[src/rtl/mpe_pkg.sv]
// ----------------------------------------------------------------------------
// mpe_pkg
// Shared types and constants of the MessagePack item header encoder.
// ----------------------------------------------------------------------------
package mpe_pkg;

  typedef enum logic [3:0] {
    CMD_NIL   = 4'd0,
    CMD_BOOL  = 4'd1,
    CMD_INT   = 4'd2,
    CMD_UINT  = 4'd3,
    CMD_FLOAT = 4'd4,
    CMD_STR   = 4'd5,
    CMD_BIN   = 4'd6,
    CMD_ARRAY = 4'd7,
    CMD_MAP   = 4'd8,
    CMD_EXT   = 4'd9,
    CMD_RAW   = 4'd10
  } cmd_e;

  // Encoded sequence: up to nine bytes, first byte in the top lane
  localparam int unsigned SeqBytes = 9;
  localparam int unsigned SeqBits  = SeqBytes * 8;
  localparam int unsigned QDepth   = 2;

  typedef struct packed {
    logic [SeqBits-1:0] bytes;
    logic [3:0]         cnt;    // 1..9
  } seq_t;

  localparam logic [7:0] PFX_NIL    = 8'hc0;
  localparam logic [7:0] PFX_FALSE  = 8'hc2;
  localparam logic [7:0] PFX_TRUE   = 8'hc3;
  localparam logic [7:0] PFX_BIN8   = 8'hc4;
  localparam logic [7:0] PFX_BIN16  = 8'hc5;
  localparam logic [7:0] PFX_BIN32  = 8'hc6;
  localparam logic [7:0] PFX_EXT8   = 8'hc7;
  localparam logic [7:0] PFX_EXT16  = 8'hc8;
  localparam logic [7:0] PFX_EXT32  = 8'hc9;
  localparam logic [7:0] PFX_FLOAT  = 8'hcb;
  localparam logic [7:0] PFX_UINT8  = 8'hcc;
  localparam logic [7:0] PFX_UINT16 = 8'hcd;
  localparam logic [7:0] PFX_UINT32 = 8'hce;
  localparam logic [7:0] PFX_UINT64 = 8'hcf;
  localparam logic [7:0] PFX_INT8   = 8'hd0;
  localparam logic [7:0] PFX_INT16  = 8'hd1;
  localparam logic [7:0] PFX_INT32  = 8'hd2;
  localparam logic [7:0] PFX_INT64  = 8'hd3;
  localparam logic [7:0] PFX_FEXT1  = 8'hd4;
  localparam logic [7:0] PFX_FEXT2  = 8'hd5;
  localparam logic [7:0] PFX_FEXT4  = 8'hd6;
  localparam logic [7:0] PFX_FEXT8  = 8'hd7;
  localparam logic [7:0] PFX_FEXT16 = 8'hd8;
  localparam logic [7:0] PFX_STR8   = 8'hd9;
  localparam logic [7:0] PFX_STR16  = 8'hda;
  localparam logic [7:0] PFX_STR32  = 8'hdb;
  localparam logic [7:0] PFX_ARR16  = 8'hdc;
  localparam logic [7:0] PFX_ARR32  = 8'hdd;
  localparam logic [7:0] PFX_MAP16  = 8'hde;
  localparam logic [7:0] PFX_MAP32  = 8'hdf;
  localparam logic [7:0] PFX_FIXMAP = 8'h80;
  localparam logic [7:0] PFX_FIXARR = 8'h90;
  localparam logic [7:0] PFX_FIXSTR = 8'ha0;

endpackage

[src/rtl/mpe_front.sv]
// ----------------------------------------------------------------------------
// mpe_front
// Accepts commands, picks the encoding form and registers the full byte
// sequence of the item.
// ----------------------------------------------------------------------------
module mpe_front (
  input  logic               clk_i,
  input  logic               rst_ni,
  input  logic               in_valid_i,
  output logic               in_stall_o,
  input  logic [3:0]         command_i,
  input  logic [63:0]        value_i,
  input  logic [31:0]        length_i,
  input  logic signed [7:0]  ext_type_i,
  output logic               seq_valid_o,
  output mpe_pkg::seq_t      seq_o,
  input  logic               seq_ready_i
);
  import mpe_pkg::*;

  logic        vld_q, vld_d;
  seq_t        seq_q, seq_d;
  logic        take;
  logic        known;
  logic [7:0]  hdr;
  logic [63:0] payload;
  logic [3:0]  plen;
  logic [3:0]  sh;
  logic [63:0] payload_l;
  logic        len_le8, len_le16;
  logic        fit_fix, fit8, fit16, fit32;

  assign len_le8  = (length_i[31:8] == '0);
  assign len_le16 = (length_i[31:16] == '0);

  // Signed fits: the bits above the field all match its sign bit
  assign fit_fix = (value_i[63:7] == '0) || (value_i[63:5] == '1);
  assign fit8    = (value_i[63:7] == '0) || (value_i[63:7] == '1);
  assign fit16   = (value_i[63:15] == '0) || (value_i[63:15] == '1);
  assign fit32   = (value_i[63:31] == '0) || (value_i[63:31] == '1);

  always_comb begin
    known   = 1'b1;
    hdr     = PFX_NIL;
    payload = '0;
    plen    = 4'd0;
    unique case (command_i)
      CMD_NIL: begin
        hdr = PFX_NIL;
      end
      CMD_BOOL: begin
        hdr = value_i[0] ? PFX_TRUE : PFX_FALSE;
      end
      CMD_INT: begin
        payload = value_i;
        if (fit_fix) begin
          hdr = value_i[7:0];
        end else if (fit8) begin
          hdr = PFX_INT8;
          plen = 4'd1;
        end else if (fit16) begin
          hdr = PFX_INT16;
          plen = 4'd2;
        end else if (fit32) begin
          hdr = PFX_INT32;
          plen = 4'd4;
        end else begin
          hdr = PFX_INT64;
          plen = 4'd8;
        end
      end
      CMD_UINT: begin
        payload = value_i;
        if (value_i[63:7] == '0) begin
          hdr = value_i[7:0];
        end else if (value_i[63:8] == '0) begin
          hdr = PFX_UINT8;
          plen = 4'd1;
        end else if (value_i[63:16] == '0) begin
          hdr = PFX_UINT16;
          plen = 4'd2;
        end else if (value_i[63:32] == '0) begin
          hdr = PFX_UINT32;
          plen = 4'd4;
        end else begin
          hdr = PFX_UINT64;
          plen = 4'd8;
        end
      end
      CMD_FLOAT: begin
        hdr     = PFX_FLOAT;
        payload = value_i;
        plen    = 4'd8;
      end
      CMD_STR: begin
        payload = {32'd0, length_i};
        if (length_i[31:5] == '0) begin
          hdr = PFX_FIXSTR | length_i[7:0];
        end else if (len_le8) begin
          hdr = PFX_STR8;
          plen = 4'd1;
        end else if (len_le16) begin
          hdr = PFX_STR16;
          plen = 4'd2;
        end else begin
          hdr = PFX_STR32;
          plen = 4'd4;
        end
      end
      CMD_BIN: begin
        payload = {32'd0, length_i};
        if (len_le8) begin
          hdr = PFX_BIN8;
          plen = 4'd1;
        end else if (len_le16) begin
          hdr = PFX_BIN16;
          plen = 4'd2;
        end else begin
          hdr = PFX_BIN32;
          plen = 4'd4;
        end
      end
      CMD_ARRAY, CMD_MAP: begin
        payload = {32'd0, length_i};
        if (length_i[31:4] == '0) begin
          hdr = ((command_i == CMD_ARRAY) ? PFX_FIXARR : PFX_FIXMAP) | length_i[7:0];
        end else if (len_le16) begin
          hdr = (command_i == CMD_ARRAY) ? PFX_ARR16 : PFX_MAP16;
          plen = 4'd2;
        end else begin
          hdr = (command_i == CMD_ARRAY) ? PFX_ARR32 : PFX_MAP32;
          plen = 4'd4;
        end
      end
      CMD_EXT: begin
        // Length bytes then the type byte, which always closes the item
        payload = {24'd0, length_i, ext_type_i};
        priority if (length_i == 32'd1) begin
          hdr = PFX_FEXT1;
          plen = 4'd1;
        end else if (length_i == 32'd2) begin
          hdr = PFX_FEXT2;
          plen = 4'd1;
        end else if (length_i == 32'd4) begin
          hdr = PFX_FEXT4;
          plen = 4'd1;
        end else if (length_i == 32'd8) begin
          hdr = PFX_FEXT8;
          plen = 4'd1;
        end else if (length_i == 32'd16) begin
          hdr = PFX_FEXT16;
          plen = 4'd1;
        end else if (len_le8) begin
          hdr = PFX_EXT8;
          plen = 4'd2;
        end else if (len_le16) begin
          hdr = PFX_EXT16;
          plen = 4'd3;
        end else begin
          hdr = PFX_EXT32;
          plen = 4'd5;
        end
      end
      CMD_RAW: begin
        hdr = value_i[7:0];
      end
      default: begin
        known = 1'b0;
      end
    endcase
  end

  // Left-align the payload below the header byte
  assign sh        = 4'd8 - plen;
  assign payload_l = payload << {sh, 3'b000};

  assign in_stall_o = vld_q && !seq_ready_i;
  assign take       = in_valid_i && !in_stall_o;

  always_comb begin
    vld_d = vld_q;
    seq_d = seq_q;
    if (vld_q && seq_ready_i) begin
      vld_d = 1'b0;
    end
    if (take) begin
      // drop unknown commands: accepted, nothing emitted
      vld_d     = known;
      seq_d.bytes = {hdr, payload_l};
      seq_d.cnt   = plen + 4'd1;
    end
  end

  always_ff @(posedge clk_i or negedge rst_ni) begin
    if (!rst_ni) begin
      vld_q <= 1'b0;
    end else begin
      vld_q <= vld_d;
    end
  end

  always_ff @(posedge clk_i) begin
    seq_q <= seq_d;
  end

  assign seq_valid_o = vld_q;
  assign seq_o       = seq_q;

endmodule

[src/rtl/mpe_queue.sv]
// ----------------------------------------------------------------------------
// mpe_queue
// Short queue of encoded sequences between the front and the serialiser.
// ----------------------------------------------------------------------------
module mpe_queue (
  input  logic          clk_i,
  input  logic          rst_ni,
  input  logic          push_valid_i,
  output logic          push_ready_o,
  input  mpe_pkg::seq_t push_data_i,
  output logic          pop_valid_o,
  input  logic          pop_i,
  output mpe_pkg::seq_t pop_data_o
);
  import mpe_pkg::*;

  localparam int unsigned PtrW = (QDepth > 1) ? $clog2(QDepth) : 1;
  localparam int unsigned CntW = $clog2(QDepth + 1);

  seq_t            mem_q [QDepth];
  logic [PtrW-1:0] wr_q, wr_d, rd_q, rd_d;
  logic [CntW-1:0] cnt_q, cnt_d;
  logic            push, pop;

  assign push_ready_o = (cnt_q != CntW'(QDepth));
  assign pop_valid_o  = (cnt_q != '0);
  assign push         = push_valid_i && push_ready_o;
  assign pop          = pop_i && pop_valid_o;
  assign pop_data_o   = mem_q[rd_q];

  always_comb begin
    wr_d  = wr_q;
    rd_d  = rd_q;
    cnt_d = cnt_q;
    if (push) begin
      wr_d = (wr_q == PtrW'(QDepth - 1)) ? '0 : wr_q + 1'b1;
    end
    if (pop) begin
      rd_d = (rd_q == PtrW'(QDepth - 1)) ? '0 : rd_q + 1'b1;
    end
    unique case ({push, pop})
      2'b10:   cnt_d = cnt_q + 1'b1;
      2'b01:   cnt_d = cnt_q - 1'b1;
      default: cnt_d = cnt_q;
    endcase
  end

  always_ff @(posedge clk_i or negedge rst_ni) begin
    if (!rst_ni) begin
      wr_q  <= '0;
      rd_q  <= '0;
      cnt_q <= '0;
    end else begin
      wr_q  <= wr_d;
      rd_q  <= rd_d;
      cnt_q <= cnt_d;
    end
  end

  always_ff @(posedge clk_i) begin
    if (push) begin
      mem_q[wr_q] <= push_data_i;
    end
  end

endmodule

[src/rtl/mpe_back.sv]
// ----------------------------------------------------------------------------
// mpe_back
// Serialiser: shifts one encoded sequence out a byte per unstalled cycle,
// flags the final byte and loads the next sequence without a gap.
// ----------------------------------------------------------------------------
module mpe_back (
  input  logic          clk_i,
  input  logic          rst_ni,
  input  logic          seq_valid_i,
  output logic          seq_pop_o,
  input  mpe_pkg::seq_t seq_i,
  output logic          out_valid_o,
  input  logic          out_stall_i,
  output logic [7:0]    out_byte_o,
  output logic          last_o
);
  import mpe_pkg::*;

  logic               busy_q, busy_d;
  logic [SeqBits-1:0] word_q, word_d;
  logic [3:0]         cnt_q, cnt_d;
  logic               take, fin, load;

  assign take = busy_q && !out_stall_i;
  assign fin  = (cnt_q == 4'd1);
  assign load = seq_valid_i && (!busy_q || (take && fin));

  always_comb begin
    busy_d = busy_q;
    word_d = word_q;
    cnt_d  = cnt_q;
    if (load) begin
      busy_d = 1'b1;
      word_d = seq_i.bytes;
      cnt_d  = seq_i.cnt;
    end else if (take) begin
      // advance to the next byte, or go idle after the final one
      if (fin) begin
        busy_d = 1'b0;
      end
      word_d = {word_q[SeqBits-9:0], 8'd0};
      cnt_d  = cnt_q - 4'd1;
    end
  end

  always_ff @(posedge clk_i or negedge rst_ni) begin
    if (!rst_ni) begin
      busy_q <= 1'b0;
      cnt_q  <= 4'd0;
    end else begin
      busy_q <= busy_d;
      cnt_q  <= cnt_d;
    end
  end

  always_ff @(posedge clk_i) begin
    word_q <= word_d;
  end

  assign seq_pop_o   = load;
  assign out_valid_o = busy_q;
  assign out_byte_o  = word_q[SeqBits-1 -: 8];
  assign last_o      = fin;

endmodule

[src/rtl/msgpack_item_header_encoder.sv]
// ----------------------------------------------------------------------------
// msgpack_item_header_encoder
// Encodes one command per item into its MessagePack byte sequence.
// ----------------------------------------------------------------------------
// Input channel: in_valid_i / in_stall_o with command, value, length and
// ext_type; an item is taken on a clock edge with valid high and stall low.
// Commands 11 to 15 are taken and produce no bytes.
// Output channel: out_valid_o / out_stall_i with one byte per item on that
// channel; last_o marks the final byte of each command's sequence.
// Path: classifier register, then the queue, then the serialiser register.
// Throughput: one byte per cycle while out_stall_i is low; a command's
// sequence is 1 to 9 bytes (header byte plus up to eight data bytes).
// Commands are taken one per cycle while the two-entry queue between the
// classifier register and the serialiser has room; sequences follow each
// other on the output with no idle cycle.
// A stall on the output holds the current byte; once the queue and the
// classifier register fill, in_stall_o rises.
// Reset empties the register, the queue and the serialiser; nothing else.
// ----------------------------------------------------------------------------
module msgpack_item_header_encoder (
  input  logic              clk_i,
  input  logic              rst_ni,
  input  logic              in_valid_i,
  output logic              in_stall_o,
  input  logic [3:0]        command_i,
  input  logic [63:0]       value_i,
  input  logic [31:0]       length_i,
  input  logic signed [7:0] ext_type_i,
  output logic              out_valid_o,
  input  logic              out_stall_i,
  output logic [7:0]        out_byte_o,
  output logic              last_o
);
  import mpe_pkg::*;

  logic f_valid, q_ready, q_valid, q_pop;
  seq_t f_seq, q_seq;

  mpe_front u_front (
    .clk_i       (clk_i),
    .rst_ni      (rst_ni),
    .in_valid_i  (in_valid_i),
    .in_stall_o  (in_stall_o),
    .command_i   (command_i),
    .value_i     (value_i),
    .length_i    (length_i),
    .ext_type_i  (ext_type_i),
    .seq_valid_o (f_valid),
    .seq_o       (f_seq),
    .seq_ready_i (q_ready)
  );

  mpe_queue u_queue (
    .clk_i        (clk_i),
    .rst_ni       (rst_ni),
    .push_valid_i (f_valid),
    .push_ready_o (q_ready),
    .push_data_i  (f_seq),
    .pop_valid_o  (q_valid),
    .pop_i        (q_pop),
    .pop_data_o   (q_seq)
  );

  mpe_back u_back (
    .clk_i       (clk_i),
    .rst_ni      (rst_ni),
    .seq_valid_i (q_valid),
    .seq_pop_o   (q_pop),
    .seq_i       (q_seq),
    .out_valid_o (out_valid_o),
    .out_stall_i (out_stall_i),
    .out_byte_o  (out_byte_o),
    .last_o      (last_o)
  );

endmodule
[config.mk]
export PLATFORM = sky130hd
export DESIGN_NAME = msgpack_item_header_encoder
export DESIGN_NICKNAME = d
export VERILOG_FILES = /design/src/rtl/mpe_pkg.sv /design/src/rtl/mpe_front.sv /design/src/rtl/mpe_queue.sv /design/src/rtl/mpe_back.sv /design/src/rtl/msgpack_item_header_encoder.sv
export SDC_FILE = /design/constraint.sdc
export NUM_CORES = 1
export LEC_CHECK = 0
export BUFFER_PORTS_ARGS = -buffer_cell sky130_fd_sc_hd__buf_2
export CORE_ASPECT_RATIO = 1.4
export CORE_UTILIZATION = 35
export DETAILED_ROUTE_END_ITERATION = 7
export PLACE_DENSITY_LB_ADDON = 0.25
export SYNTH_ARGS = -nofsm -noshare
export SYNTH_HDL_FRONTEND = slang
export SYNTH_HIERARCHICAL = 1
export SYNTH_SLANG_ARGS = --single-unit
[constraint.sdc]
create_clock -name clk_i -period 11.2 [get_ports clk_i]
set_input_delay 0.56 -clock clk_i [delete_from_list [all_inputs] [get_ports clk_i]]
set_output_delay 0.56 -clock clk_i [all_outputs]
set_load 0.05 [all_outputs]
Word-level counts from Yosys, hierarchy flattened
Memories as Yosys holds them, arrays and structs flattened. Cells that the tools add are included.

RAM bits: 152. Output and inout port bits: 11. Logic and storage cells: 142. Register bits: 158. Bits in latches: 0. Memories kept: 1. Input bits: 112. Memory bits (read-only): 0.

Memories: u_queue.mem_q (depth 2, bits a word 76, read ports 1, clocked after memory_dff 0, write ports 1, line mpe_queue.sv:20) `seq_t mem_q [QDepth];`.

Divide/modulo/power cells: 0. Multiply operators: 0. Reductions and logical operators: 37. Bitwise operators: 1. Shift operators: 1. Muxes and demuxes: 63. Magnitude comparators: 0. Equal/unequal tests: 23. Add/sub/neg operators: 7.

Operators with widths (number): one-hot mux 64 bit (3 select lines) (1); 2-to-1 mux 72 bit (2); 2-to-1 mux 8 bit (17); 2-to-1 mux 4 bit (18); one-hot mux 8 bit (9 select lines) (1); << shifter 64 x 7 -> 64 bit (1); equality test 59 bit, second input constant (1); equality test 57 bit, second input constant (1); logical NOT 57 bit (1); logical NOT 56 bit (1); equality test 49 bit, second input constant (1); logical NOT 49 bit (1); logical NOT 48 bit (1); equality test 33 bit, second input constant (1); logical NOT 33 bit (1); equality test 32 x 1 -> 1 bit, second input constant (1); equality test 32 x 2 -> 1 bit, second input constant (1); equality test 32 x 3 -> 1 bit, second input constant (1); equality test 32 x 4 -> 1 bit, second input constant (1); equality test 32 x 5 -> 1 bit, second input constant (1); logical NOT 32 bit (1); logical NOT 28 bit (1); one-hot mux 4 bit (7 select lines) (1); logical NOT 27 bit (1); other kinds (31) (74).

Logic depth before layout (Yosys ltp)
Depth in word-level cells: 11. Mapped depth: 15.

Cells and area by module
Netlist, hierarchy kept.

Modules (own cells, without submodules): mpe_front (sequential area each 2307.2 um2, cells each 647, area each 6004.5 um2, instances 1); mpe_queue (sequential area each 4664.5 um2, cells each 254, area each 5815.6 um2, instances 1); mpe_back (sequential area each 2287.2 um2, cells each 190, area each 3408.3 um2, instances 1).

Least setup slack after synthesis
OpenSTA, ideal clock, no wires.

Path kind: flip-flop to flip-flop. Start point: register u_queue.cnt_q[0]. End point: memory u_queue/mem_q[0][0] (netlist name) (enable). Path slack: 6.898 ns. Stages on the path, launching flop included: 4. Data required time: 10.689 ns. Arrival time: 3.791 ns. Path buffers: 0. Cells stage by stage: dfrtp_1 nand2b_1 nand2_1 nor2_1.

Word-level cells in the longest chain between the ends: 4.

RTL lines: start, declared (line mpe_queue.sv:22) `logic [CntW-1:0] cnt_q, cnt_d;`; start signal, assigned (line mpe_queue.sv:56) `cnt_q <= cnt_d;`; != test 2 bit (line mpe_queue.sv:25) `assign push_ready_o = (cnt_q != CntW'(QDepth));`; via q_ready (line msgpack_item_header_encoder.sv:36) `logic f_valid, q_ready, q_valid, q_pop;`; logical AND 1 bit (line mpe_queue.sv:27) `assign push = push_valid_i && push_ready_o;`; 2-to-1 mux 1 bit (line mpe_queue.sv:61) `if (push) begin`; 2-to-1 mux 1 bit (not written as such) (line mpe_queue.sv:62) `mem_q[wr_q] <= push_data_i;`; end, declared (line mpe_queue.sv:20).

The timed path passes the listed nets, and every way through them passes these cells.

Final worst setup path
Start point: input command_i[3]. End point: register u_front.seq_q, in the netlist u_front/seq_o[59] (data pin).

Word-level cells in the longest chain between the ends: 5.

RTL lines: start, declared (line msgpack_item_header_encoder.sv:25) `input logic [3:0] command_i,`; equality test 4 bit / equality test 4 x 3 -> 1 bit (equally long branches) (line mpe_front.sv:47) `unique case (command_i)`; OR reduction 2 bit (line mpe_front.sv:47); one-hot mux 4 bit (7 select lines) (line mpe_front.sv:47); subtractor 4 bit (line mpe_front.sv:174) `assign sh = 4'd8 - plen;`; << shifter 64 x 7 -> 64 bit (*) (line mpe_front.sv:175) `assign payload_l = payload << {sh, 3'b000};`; end signal, assigned (line mpe_front.sv:203) `seq_q <= seq_d;`; end, declared (line mpe_front.sv:22) `seq_t seq_q, seq_d;`.

Every way passes the cells marked *; elsewhere a longest branch is shown, timed or not. A chain may end at the register's enable or synchronous reset.

==> flow_metrics.env <==
export IMPL_yosysTopAreaCellShare_pct=59.2
export IMPL_post_route_util_pct=39.7
export IMPL_hp_class="in2reg"
export IMPL_crit_path_start_kind="input port"
export IMPL_dp_hpwl_um=30200
export IMPL_io_pins=123
export IMPL_p_int_mw=2.43
export IMPL_syn_nets=1208
export IMPL_drc_errors=0
export IMPL_ys_async_sr_fraction_pct=3.23
export IMPL_cts_buffers=27
export IMPL_r2r_start="u_queue/cnt_q[0]$_DFFE_PN0P_"
export IMPL_initial_utilization_pct=35.4
export IMPL_seqPwrFrac_pct=50.8
export IMPL_clockRootBuffer="clkbuf_16"
export IMPL_leakagePower_nw=6.12
export IMPL_min_path_cells=3
export IMPL_syn_inst=1091
export IMPL_critPathSlowestCell="nor3b_1"
export IMPL_die_area_mm2=0.0444
export IMPL_totalWireLength_um=42000
export IMPL_drive_gt1_share_pct=31.1
export IMPL_vias_per_cell=5.66
export IMPL_fin_tns_setup_ns=0
export IMPL_r2r_end="u_queue/cnt_q[1]$_DFFE_PN0P_"
export IMPL_finalCritPeriodShare_pct=41.3
export IMPL_finalSetupViolCount=0
export IMPL_met3_length_um=2080
export IMPL_max_slew_margin_rel_pct=28.2
export IMPL_cts_setup_buffers=0
export IMPL_ir_worst_vdd_uv=106
export IMPL_ys_seq_area_share_pct=60.8
export IMPL_worstMarginPinSlew_ns=1.08
export IMPL_power_density_mw_per_mm2=195
export IMPL_switchingPower_mw=0.909
export IMPL_first_pass_iters=8
export IMPL_via_count=9899
export IMPL_drtIter0Drc=875
export IMPL_wl_per_cell_um=24.0
export IMPL_grt_usage_pct=18.7
export IMPL_slew_violations=0
export IMPL_synthFlopType="edfxtp_1"
export IMPL_rrSetupSlack_ns=7.89
export IMPL_critPathMaxStageDelay_ns=0.46
export IMPL_clock_sinks=310
export IMPL_worst_path_most_repeated_cell="buf_4"
export IMPL_path_clk_slew_ns=0.07
export IMPL_hold_buffers=1
export IMPL_crit_chain="buf_2 > nor3b_1 > and2_1 > buf_4 > o21a_1 > or3_1 > buf_4 > ha_1 > inv_1 > buf_4 > nor3_1 > a21oi_1 > a221oi_1"
export IMPL_syn_to_final_growth_pct=12.3
export IMPL_finalCriticalPeriod_ns=4.63
export IMPL_arrival_ns=4.84
export IMPL_grt_overflow=0
export IMPL_critPathLaunch="command_i[3]"
export IMPL_dr_wl_met2_um=21200
export IMPL_drtAntennaViolNets=0
export IMPL_fill_cells=4065
export IMPL_row_count=90
export IMPL_grt_setup_unrepaired="no"
export IMPL_yosysWarnings=6
export IMPL_crit_family="buffers and inverters"
export IMPL_antenna_found_initial=0
export IMPL_required_ns=11.42
export IMPL_combPwrFrac_pct=22.0
export IMPL_grt_pass1_vias=9786
export IMPL_grt_pass1_wl_um=62000
export IMPL_die_h_um=249
export IMPL_ctsLongestPathBuffers=3
export IMPL_cts_resized=0
export IMPL_hold_viol=0
export IMPL_yosys_area_top_type="edfxtp_1"
export IMPL_critPathMaxFanout=47
export IMPL_pwr_share_clk_pct=27.1
export IMPL_synth_edff_count=300
export IMPL_min_from="in_valid_i"
export IMPL_hold_path_end="u_front/seq_valid_o$_DFFE_PN0P_"
export IMPL_yosys_top_cells_area="edfxtp_1, mux2_2, mux2_4"
export IMPL_finClkSkew_ns=0.0148
export IMPL_worstSetupPathType="in2reg"
export IMPL_clk_latency_ns=0.54
export IMPL_cap_violations=0
export IMPL_status="completed"
export IMPL_htreeDepth=1
export IMPL_synth_area_per_cell_um2=14.0
export IMPL_cp_buffers_inverters=5
export IMPL_fin_nets=1295
export IMPL_synthDistinctLibCells=76
export IMPL_antenna_cells=0
export IMPL_place_gp_congestion=0.934
export IMPL_switching_share_pct=27.2
export IMPL_die_w_um=178
export IMPL_ys_ff_latch=310
export IMPL_met1_length_um=16800
export IMPL_cts_tree="done"
export IMPL_end_kind="flop"
export IMPL_port_buffers=122
export IMPL_r2r_cells=8
export IMPL_core_mm2=0.0430
export IMPL_grt_max_degree=63
export IMPL_highest_layer="met4"
export IMPL_max_freq_mhz=216
export IMPL_syn_area_mm2=0.0152
kinds of logic after synthesis:
family | Yosys count | share of synthesized area, %
compound gates | 192 | 9.56
xor+xnor | 12 | 0.690
fa+ha+maj | 5 | 0.411
buf+inv | 91 | 3.42
flops | 310 | 60.8
mux | 195 | 15.1
simple gates | 286 | 9.97
how the worst max path moves through the flow:
stage / end / slack (ns) / depth (start not counted)
floorplan: u_queue/mem_q[0][0]$_DFFE_PP_ / 6.90 / 3
global placement: u_front/seq_o[52]$_SDFFCE_PP0P_ / 6.09 / 12
detailed placement: u_front/seq_o[59]$_SDFFCE_PP0P_ / 6.12 / 13
finish: u_front/seq_o[59]$_SDFFCE_PP0P_ / 6.57 / 13
global route: u_front/seq_o[59]$_SDFFCE_PP0P_ / 6.30 / 13
CTS: u_front/seq_o[59]$_SDFFCE_PP0P_ / 6.70 / 13
layout by cell type, fill, tap and decap left out, drive strengths merged, types with 6 or more instances in the layout:
cell	synthesis	final
edfxtp	300	300
mux2	163	163
buf	48	137
nand2	75	75
nor2	51	51
a21oi	34	34
clkbuf	32	33
mux2i	32	32
nand4	26	26
nor4	26	26
nor3	24	24
a222oi	23	23
a22oi	23	23
o21ai	19	19
and2	15	15
a221oi	14	14
or3	13	13
nand3	13	13
inv	11	12
and3	11	11
a211oi	10	10
dfrtp	10	10
clkinv	0	10
o22ai	9	9
nand2b	8	8
a311oi	8	8
a31oi	7	7
nor2b	6	6
xnor2	6	6
xor2	6	6
through the flow:
stage / worst slack (ns) / hold slack (ns) / instance area [um2] / std cells / power [mW]
final: 6.57 / 0.244 / 17100 / 1750 / 3.34
after global routing: 6.30 / 0.254 / 17100 / 1750 / 3.48
after CTS: 6.70 / 0.221 / 17100 / 1750 / 3.39
after detailed placement: 6.12 / 0.430 / 16200 / 1700 / 2.47
after global placement: 6.09 / 0.422 / 16200 / 1700 / 2.46
after floorplan: 6.90 / 0.264 / 15200 / 1091 / 2.26
registers in the layout, indices dropped and copies added (netlist names):
name	cells
u_back/out_valid_o	1
u_queue/rd_q	1
u_queue/wr_q	1
u_queue/mem_q	152
u_front/seq_valid_o	1
u_back/word_q	72
u_front/seq_o	76
u_queue/cnt_q	2
u_back/cnt_q	4
cell usage after synthesis (14+ instances only):
cell      number
edfxtp_1     300
mux2_2       123
nand2_1       75
nor2_1        50
mux2_4        40
a21oi_1       32
clkbuf_1      32
mux2i_1       32
nor3_1        24
a222oi_1      23
a22oi_1       23
nand4_1       23
nor4_1        21
buf_2         19
o21ai_0       18
and2_1        14
power groups by stage:
stage	clock, mW	combinational (mW)	sequential [mW]
after detailed placement	0	0.746	1.72
after global placement	0	0.744	1.71
final	0.906	0.736	1.70
after global routing	0.973	0.789	1.72
after floorplan	0	0.584	1.68
after CTS	0.935	0.749	1.70
per-layer routing:
metal | vias to the layer above | global-route usage, %
met4 | 0 | 8.31
met5 | - | 0
li1 | 4508 | -
met1 | 4909 | 23.0
met2 | 398 | 32.8
met3 | 84 | 1.98
tightest hold or removal path, cell delays in order:
cell,delay (ns)
buf_2,0.09
nand2_1,0.04
nand2_1,0.05
layout make-up:
type | instances | area [um2] | area share (%)
clock buffer | 33 | 698 | 4.08
clock inverter | 16 | 154 | 0.900
inverter | 11 | 48.8 | 0.285
multi-input combinational | 690 | 5510 | 32.2
sequential | 310 | 9260 | 54.2
tap | 552 | 691 | 4.04
timing repair buffer | 138 | 733 | 4.29
No activity file was read; power rests on OpenSTA's default activity.
